<file path="src/design/fcf_pkg.sv">
// ----------------------------------------------------------------------------
// Four-channel CRC-16 framer package
// Shared widths, frame constants, the frame record passed from the CRC
// pipeline to the serializer, and the byte-wide CRC-16/MODBUS update.
// ----------------------------------------------------------------------------
package fcf_pkg;

  localparam int CHAN_W      = 16;
  localparam int NUM_CHAN    = 4;
  localparam int BYTE_W      = 8;
  localparam int DATA_BYTES  = NUM_CHAN * CHAN_W / BYTE_W;
  localparam int DATA_W      = DATA_BYTES * BYTE_W;
  localparam int CRC_W       = 16;
  localparam int FRAME_BYTES = DATA_BYTES + CRC_W / BYTE_W;
  localparam int FRAME_W     = FRAME_BYTES * BYTE_W;
  localparam int CNT_W       = $clog2(FRAME_BYTES);

  localparam logic [CRC_W-1:0] CRC_INIT = 16'hFFFF;
  localparam logic [CRC_W-1:0] CRC_POLY = 16'hA001;

  localparam logic [CNT_W-1:0] LAST_BYTE = CNT_W'(FRAME_BYTES - 1);

  // A frame leaving the CRC pipeline: data bytes, low byte of channel 0 in
  // the low bits, and the finished CRC.
  typedef struct packed {
    logic [CRC_W-1:0]  crc;
    logic [DATA_W-1:0] data;
  } frame_t;

  // Reflected CRC-16 update over one byte, one bit per step.
  function automatic logic [CRC_W-1:0] crc_update(input logic [CRC_W-1:0] crc_in,
                                                  input logic [BYTE_W-1:0] data_byte);
    logic [CRC_W-1:0] crc;
    crc = crc_in ^ {{(CRC_W - BYTE_W){1'b0}}, data_byte};
    for (int b = 0; b < BYTE_W; b++) begin
      if (crc[0]) begin
        crc = (crc >> 1) ^ CRC_POLY;
      end else begin
        crc = crc >> 1;
      end
    end
    return crc;
  endfunction

endpackage

</file>
<file path="src/design/fcf_in_if.sv">
// ----------------------------------------------------------------------------
// Sample channel interface
// Valid/ready channel carrying the four 16-bit channel values of one frame.
// ----------------------------------------------------------------------------
interface fcf_in_if;
  logic                      valid;
  logic                      ready;
  logic [fcf_pkg::CHAN_W-1:0] channel_0;
  logic [fcf_pkg::CHAN_W-1:0] channel_1;
  logic [fcf_pkg::CHAN_W-1:0] channel_2;
  logic [fcf_pkg::CHAN_W-1:0] channel_3;

  modport source (output valid, output channel_0, output channel_1,
                  output channel_2, output channel_3, input ready);
  modport sink   (input valid, input channel_0, input channel_1,
                  input channel_2, input channel_3, output ready);
endinterface

</file>
<file path="src/design/fcf_out_if.sv">
// ----------------------------------------------------------------------------
// Frame byte interface
// Valid/ready channel carrying one frame byte and its end-of-frame flag.
// ----------------------------------------------------------------------------
interface fcf_out_if;
  logic                      valid;
  logic                      ready;
  logic [fcf_pkg::BYTE_W-1:0] frame_byte;
  logic                      frame_end;

  modport source (output valid, output frame_byte, output frame_end, input ready);
  modport sink   (input valid, input frame_byte, input frame_end, output ready);
endinterface

</file>
<file path="src/design/fcf_crc_pipe.sv">
// ----------------------------------------------------------------------------
// CRC pipeline
// One register stage per data byte. Each stage folds one byte into the
// running CRC; a stage advances whenever it is empty or its successor moves.
// ----------------------------------------------------------------------------
module fcf_crc_pipe (
  input  logic            clk,
  input  logic            rst,
  fcf_in_if.sink          samples,
  output logic            frame_valid,
  input  logic            frame_ready,
  output fcf_pkg::frame_t frame
);

  localparam int N = fcf_pkg::DATA_BYTES;

  logic [N-1:0]                stage_valid;
  logic [N-1:0]                stage_ready;
  logic [fcf_pkg::DATA_W-1:0]  stage_data [N];
  logic [fcf_pkg::CRC_W-1:0]   stage_crc  [N];

  logic [N-1:0]                src_valid;
  logic [fcf_pkg::DATA_W-1:0]  src_data [N];
  logic [fcf_pkg::CRC_W-1:0]   src_crc  [N];

  // The first stage takes the channels, low byte of channel 0 first.
  assign src_valid[0] = samples.valid;
  assign src_data[0]  = {samples.channel_3, samples.channel_2,
                         samples.channel_1, samples.channel_0};
  assign src_crc[0]   = fcf_pkg::CRC_INIT;
  assign samples.ready = stage_ready[0];

  for (genvar k = 0; k < N; k++) begin : g_stage
    // Hand-off to the next stage, or to the serializer after the last one.
    if (k < N - 1) begin : g_link
      assign src_valid[k+1] = stage_valid[k];
      assign src_data[k+1]  = stage_data[k];
      assign src_crc[k+1]   = stage_crc[k];
      assign stage_ready[k] = !stage_valid[k] || stage_ready[k+1];
    end else begin : g_tail
      assign stage_ready[k] = !stage_valid[k] || frame_ready;
    end

    // Valid bit of this stage.
    always_ff @(posedge clk) begin
      if (rst) begin
        stage_valid[k] <= 1'b0;
      end else if (stage_ready[k]) begin
        stage_valid[k] <= src_valid[k];
      end
    end

    // Payload: carry the data and fold in byte k.
    always_ff @(posedge clk) begin
      if (stage_ready[k] && src_valid[k]) begin
        stage_data[k] <= src_data[k];
        stage_crc[k]  <= fcf_pkg::crc_update(src_crc[k],
                                             src_data[k][k*fcf_pkg::BYTE_W +: fcf_pkg::BYTE_W]);
      end
    end
  end

  assign frame_valid = stage_valid[N-1];
  assign frame.data  = stage_data[N-1];
  assign frame.crc   = stage_crc[N-1];

endmodule

</file>
<file path="src/design/fcf_serializer.sv">
// ----------------------------------------------------------------------------
// Frame serializer
// Loads a finished frame into a shift register and sends it one byte per
// transfer, raising the end flag on the last byte.
// ----------------------------------------------------------------------------
module fcf_serializer (
  input  logic            clk,
  input  logic            rst,
  input  logic            frame_valid,
  output logic            frame_ready,
  input  fcf_pkg::frame_t frame,
  fcf_out_if.source       bytes
);

  logic                        busy;
  logic [fcf_pkg::CNT_W-1:0]   count;
  logic [fcf_pkg::FRAME_W-1:0] shift;
  logic                        out_fire;
  logic                        last_fire;

  assign out_fire  = busy && bytes.ready;
  assign last_fire = out_fire && (count == fcf_pkg::LAST_BYTE);

  // A new frame loads when idle or as the last byte of the current one leaves.
  assign frame_ready = !busy || last_fire;

  // Control: busy flag and byte counter.
  always_ff @(posedge clk) begin
    if (rst) begin
      busy  <= 1'b0;
      count <= '0;
    end else if (frame_ready && frame_valid) begin
      busy  <= 1'b1;
      count <= '0;
    end else if (last_fire) begin
      busy  <= 1'b0;
      count <= '0;
    end else if (out_fire) begin
      count <= count + 1'b1;
    end
  end

  // Payload shift register; the low byte is the byte on offer.
  always_ff @(posedge clk) begin
    if (frame_ready && frame_valid) begin
      shift <= {frame.crc, frame.data};
    end else if (out_fire) begin
      shift <= shift >> fcf_pkg::BYTE_W;
    end
  end

  assign bytes.valid      = busy;
  assign bytes.frame_byte = shift[fcf_pkg::BYTE_W-1:0];
  assign bytes.frame_end  = (count == fcf_pkg::LAST_BYTE);

endmodule

</file>
<file path="src/design/four_channel_crc16_framer_core.sv">
// ----------------------------------------------------------------------------
// Four-channel CRC-16 framer
// A frame's samples pass through the eight CRC stages and are loaded into the
// serializer's shift register before its first byte is offered; the ten bytes
// then follow one per cycle while the output port is ready.
// The one-byte output port limits the frame rate; the eight-stage CRC pipeline
// accepts samples every cycle until it fills.
// Reset: synchronous, clears all valid bits and the byte counter.
// ----------------------------------------------------------------------------
module four_channel_crc16_framer_core (
  input  logic      clk,
  input  logic      rst,
  fcf_in_if.sink    samples,
  fcf_out_if.source bytes
);

  logic            frame_valid;
  logic            frame_ready;
  fcf_pkg::frame_t frame;

  // CRC over the eight data bytes, one byte per stage.
  fcf_crc_pipe u_crc_pipe (
    .clk         (clk),
    .rst         (rst),
    .samples     (samples),
    .frame_valid (frame_valid),
    .frame_ready (frame_ready),
    .frame       (frame)
  );

  // Byte-wide output of data and CRC.
  fcf_serializer u_serializer (
    .clk         (clk),
    .rst         (rst),
    .frame_valid (frame_valid),
    .frame_ready (frame_ready),
    .frame       (frame),
    .bytes       (bytes)
  );

endmodule
</file>
<file path="src/flat_wrapper.sv">
// flat-port wrapper written by rule: the top's interface ports become plain ports
module four_channel_crc16_framer_core_flat 
  (clk, rst, samples_valid, samples_channel_0, samples_channel_1, samples_channel_2, samples_channel_3, samples_ready, bytes_valid, bytes_frame_byte, bytes_frame_end, bytes_ready);
  fcf_in_if samples_i ();
  fcf_out_if bytes_i ();
  input  logic clk;
  input  logic rst;
  input wire logic [$bits(samples_i.valid)-1:0] samples_valid;
  input wire logic [$bits(samples_i.channel_0)-1:0] samples_channel_0;
  input wire logic [$bits(samples_i.channel_1)-1:0] samples_channel_1;
  input wire logic [$bits(samples_i.channel_2)-1:0] samples_channel_2;
  input wire logic [$bits(samples_i.channel_3)-1:0] samples_channel_3;
  output wire logic [$bits(samples_i.ready)-1:0] samples_ready;
  output wire logic [$bits(bytes_i.valid)-1:0] bytes_valid;
  output wire logic [$bits(bytes_i.frame_byte)-1:0] bytes_frame_byte;
  output wire logic [$bits(bytes_i.frame_end)-1:0] bytes_frame_end;
  input wire logic [$bits(bytes_i.ready)-1:0] bytes_ready;
  assign samples_i.valid = samples_valid;
  assign samples_i.channel_0 = samples_channel_0;
  assign samples_i.channel_1 = samples_channel_1;
  assign samples_i.channel_2 = samples_channel_2;
  assign samples_i.channel_3 = samples_channel_3;
  assign samples_ready = samples_i.ready;
  assign bytes_valid = bytes_i.valid;
  assign bytes_frame_byte = bytes_i.frame_byte;
  assign bytes_frame_end = bytes_i.frame_end;
  assign bytes_i.ready = bytes_ready;
  four_channel_crc16_framer_core u_core (.clk(clk), .rst(rst), .samples(samples_i), .bytes(bytes_i));
endmodule
</file>
<file path="config.mk">
export PLATFORM = sky130hd
export DESIGN_NAME = four_channel_crc16_framer_core_flat
export DESIGN_NICKNAME = d
export VERILOG_FILES = /design/src/design/fcf_pkg.sv /design/src/design/fcf_in_if.sv /design/src/design/fcf_out_if.sv /design/src/design/fcf_crc_pipe.sv /design/src/design/fcf_serializer.sv /design/src/design/four_channel_crc16_framer_core.sv /design/src/flat_wrapper.sv
export SDC_FILE = /design/constraint.sdc
export NUM_CORES = 1
export LEC_CHECK = 0
export BUFFER_PORTS_ARGS = -buffer_cell sky130_fd_sc_hd__buf_2
export CAP_MARGIN = 40
export CORE_UTILIZATION = 45
export DETAILED_ROUTE_END_ITERATION = 10
export GPL_TIMING_DRIVEN = 0
export HOLD_SLACK_MARGIN = 0.15
export PLACE_DENSITY = 0.62
export RECOVER_POWER = 100
export SYNTH_ARGS = -nofsm -noshare
export SYNTH_HDL_FRONTEND = slang
export SYNTH_HIERARCHICAL = 1
export SYNTH_SLANG_ARGS = --single-unit
</file>
<file path="constraint.sdc">
create_clock -name clk -period 10.2 [get_ports clk]
set_input_delay 2.55 -clock clk [delete_from_list [all_inputs] [get_ports clk]]
set_output_delay 2.55 -clock clk [all_outputs]
set_load 0.02 [all_outputs]
</file>
==> impl_metrics.toml <==
[run_status]
status = "finished with violations"
violations = "max-capacitance violations, max-slew violations"

[final_layout]
stdcell_count = 1954
finalNetCount = 1283
finish.utilization_pct = 52.1
diodes = 0
syn_to_final_growth_pct = 13.8
drive_above_1_share_pct = 17.8

[routing]
drt-initial-drc-count = 501
num_vias = 9108
antenna_left = 0
drc = 0
viasPerCell = 4.66
firstDrtPassIters = 4
drt_wl_total_um = 33300
wl_per_cell_um = 17.1

[die]
io_pins = 79
dieArea_mm2 = 0.0560
die_y_um = 237
core-area_mm2 = 0.0541
die_w_um = 237
rows = 85
start_util_pct = 45.8

[critical_path]
start_kind = "primary input"
setup.worst_path.class = "in -> reg"
required_ps = 10400
endpoint_kind = "flop"
cp_max_fo = 23
arrival_ps = 7970
reg2reg_depth = 9

[placed_design]
port-buffer-count = 78
place_congestion = 0.721
dp_cells = 1839
dpl.hpwl_um = 21600

[power_and_ir_drop]
p_leak_nw = 9.17
peakVddDrop_v = 0.000119
finalPower_mw = 6.10
p_per_area_mw_per_mm2 = 216

[clocking]
cts_buffers = 68
ctsHoldBuffers = 0
insertion_delay_ps = 580
postCtsSetupRepairBufs = 0
clock_path_buffers = 3
clock_sinks = 727
cts-root-buf = "clkbuf_16"
clk_pin_slew_worst_paths_ps = 60
cts_tree = "built"
htree_levels = 3
cts-resized-gates = 0

[timing]
final_hold_viol_count = 0
final.setup_skew_ps = 16.2
finalMaxSlewViolations = 357
max_freq_ghz = 0.129
rsz0062_at_grt = "no"
slew_headroom_pct = -138
post-route-min-period_ps = 7770
worst_slew_pin_slew_ps = 3580
totalNegativeSetupSlack_ps = 0
setup_violations = 0
finalCritPeriodShare_pct = 76.2

[grt]
antenna_found_initial = 1
grt_max_degree = 68
grt_first_pass_wirelength_um = 52100
grt-ovfl-total = 0
grt_pass1_vias = 9269
grt.total_usage_pct = 12.3

[yosys]
syn_area_per_cell_um2 = 23.8
synth_area_mm2 = 0.0248
yosys_warnings = 6
ys_types = 35
syn_inst = 1042
yosysSeqAreaShare_pct = 87.6
ys_ff_latch = 727
synth_nets = 1112

[min_path]
hold_path.class = "reg -> reg"
hold-path-cell-count = 0

[job]
maxCapViolations = 11
## Yosys cell counts
cell      number  area [um2]
a21boi_0       2        15.0
a21oi_1        9        45.0
a21oi_2        1        8.76
a31oi_1        3        18.8
and2_0         1        6.26
and2_1         9        56.3
and3b_1        1        8.76
buf_2          1        5.00
buf_4         15         113
clkbuf_1       1        3.75
dfxtp_1       13         260
edfxtp_1     714       21400
ha_1           2        25.0
inv_1         10        37.5
mux2_1         6        67.6
mux2_2        66         743
mux2i_1        1        10.0
nand2_1        6        22.5
nand2b_1       2        12.5
nand3_1        4        20.0
nand3b_1       1        7.51
nand4_1        2        12.5
nand4b_1       1        8.76
nor2_1         9        33.8
nor2b_1        4        25.0
nor3b_1        1        7.51
or3_1          3        18.8
xnor2_1       78         683
xnor2_2        9         146
xnor3_1       14         315
xnor3_2        5         119
xor2_1        42         368
xor2_2         4        65.1
xor3_1         1        23.8
xor3_2         1        25.0
## critical path, stage by stage
cell      delay (ps)
clkbuf_1         130
nand4b_1         150
nand2_1          130
nor2b_1           80
and2_0           250
a21boi_0        2490
clkbuf_1        1150
buf_16           250
clkbuf_1         730
## logic make-up after synthesis
family | count (synthesis) | share of synthesized area (%)
AO/OA/AOI/OAI | 15 | 0.353
AND/OR/NAND/NOR | 44 | 0.969
buffers and inverters | 27 | 0.641
flip-flops | 727 | 87.6
multiplexers | 73 | 3.31
adder cells (fa/ha/maj) | 2 | 0.101
XOR/XNOR | 154 | 7.04
## metal layers
metal,global-route usage (%),wire length [um],vias to the layer above
met4,5.37,773,0
li1,-,-,4367
met3,2.32,1360,61
met1,16.2,14500,4527
met2,20.2,16700,153
met5,0,0,-
## per-stage QoR
stage,cell area (um2),hold WS (ps),setup slack [ps]
finish,28200,413,2430
global route,28200,411,1800
CTS,28800,409,3580
detailed placement,26600,405,3600
global placement,26000,401,-2570
floorplan,24800,400,649
## sequential cells by signal (all words and copies together) (netlist names)
signal	flops
u_core/u_crc_pipe/stage_data	512
u_core/u_crc_pipe/stage_crc	122
u_core/u_serializer/shift	80
u_core/u_crc_pipe/src_valid	7
u_core/u_serializer/count	4
u_core/u_crc_pipe/frame_valid	1
u_core/u_serializer/bytes.valid	1
## path summary, 6_finish.rpt
kind,to,start,slack (ps)
setup / recovery,u_core/u_crc_pipe/stage_data[1][70]$_DFFE_PP_,bytes_ready,2430
hold reg to reg,u_core/u_crc_pipe/stage_data[1][46]$_DFFE_PP_,u_core/u_crc_pipe/stage_data[0][238]$_DFFE_PP_,410
hold / removal,u_core/u_crc_pipe/stage_data[1][46]$_DFFE_PP_,u_core/u_crc_pipe/stage_data[0][238]$_DFFE_PP_,410
setup reg to reg,u_core/u_crc_pipe/stage_data[1][70]$_DFFE_PP_,u_core/u_serializer/count[0]$_SDFFE_PP0P_,3900
## power breakdown
part	internal [mW]	switching [mW]
Sequential	3.40	0.0357
Combinational	0.126	0.109
Clock	1.43	1.00
Total	4.95	1.14
## layout make-up
type / count / area [um2]
sequential: 727 / 21700
clock buffer: 82 / 1830
tap: 696 / 871
multi-input combinational: 288 / 2870
timing repair buffer: 101 / 469
buffer: 17 / 93.8
inverter: 10 / 37.5
clock inverter: 33 / 338
fill: 4104 / 25900
## placed cells by master (no fill, tap or decap), types with 2 or more instances in the layout
cell type	synthesis	routed
clkinv_1	0	10
nand2_1	6	6
clkinv_2	0	11
xor2_2	4	4
xnor3_1	14	19
nor2_1	9	9
ha_1	2	2
mux2_2	66	59
mux2_1	6	13
clkinvlp_4	0	2
a21boi_0	2	2
or3_1	3	3
dfxtp_1	13	13
a21oi_1	9	10
xnor2_2	9	4
buf_2	1	53
bufinv_16	0	6
nand3_1	4	4
xor3_1	1	2
clkinv_8	0	2
and2_1	9	5
inv_1	10	10
nor2b_1	4	4
edfxtp_1	714	714
inv_6	0	2
xor2_1	42	42
nand2b_1	2	2
buf_4	15	8
xnor2_1	78	83
nand4_1	2	2
clkbuf_1	1	66
clkbuf_16	0	71
a31oi_1	3	3
and2_0	1	5
Note: power is estimated with default switching activity, not from simulation.
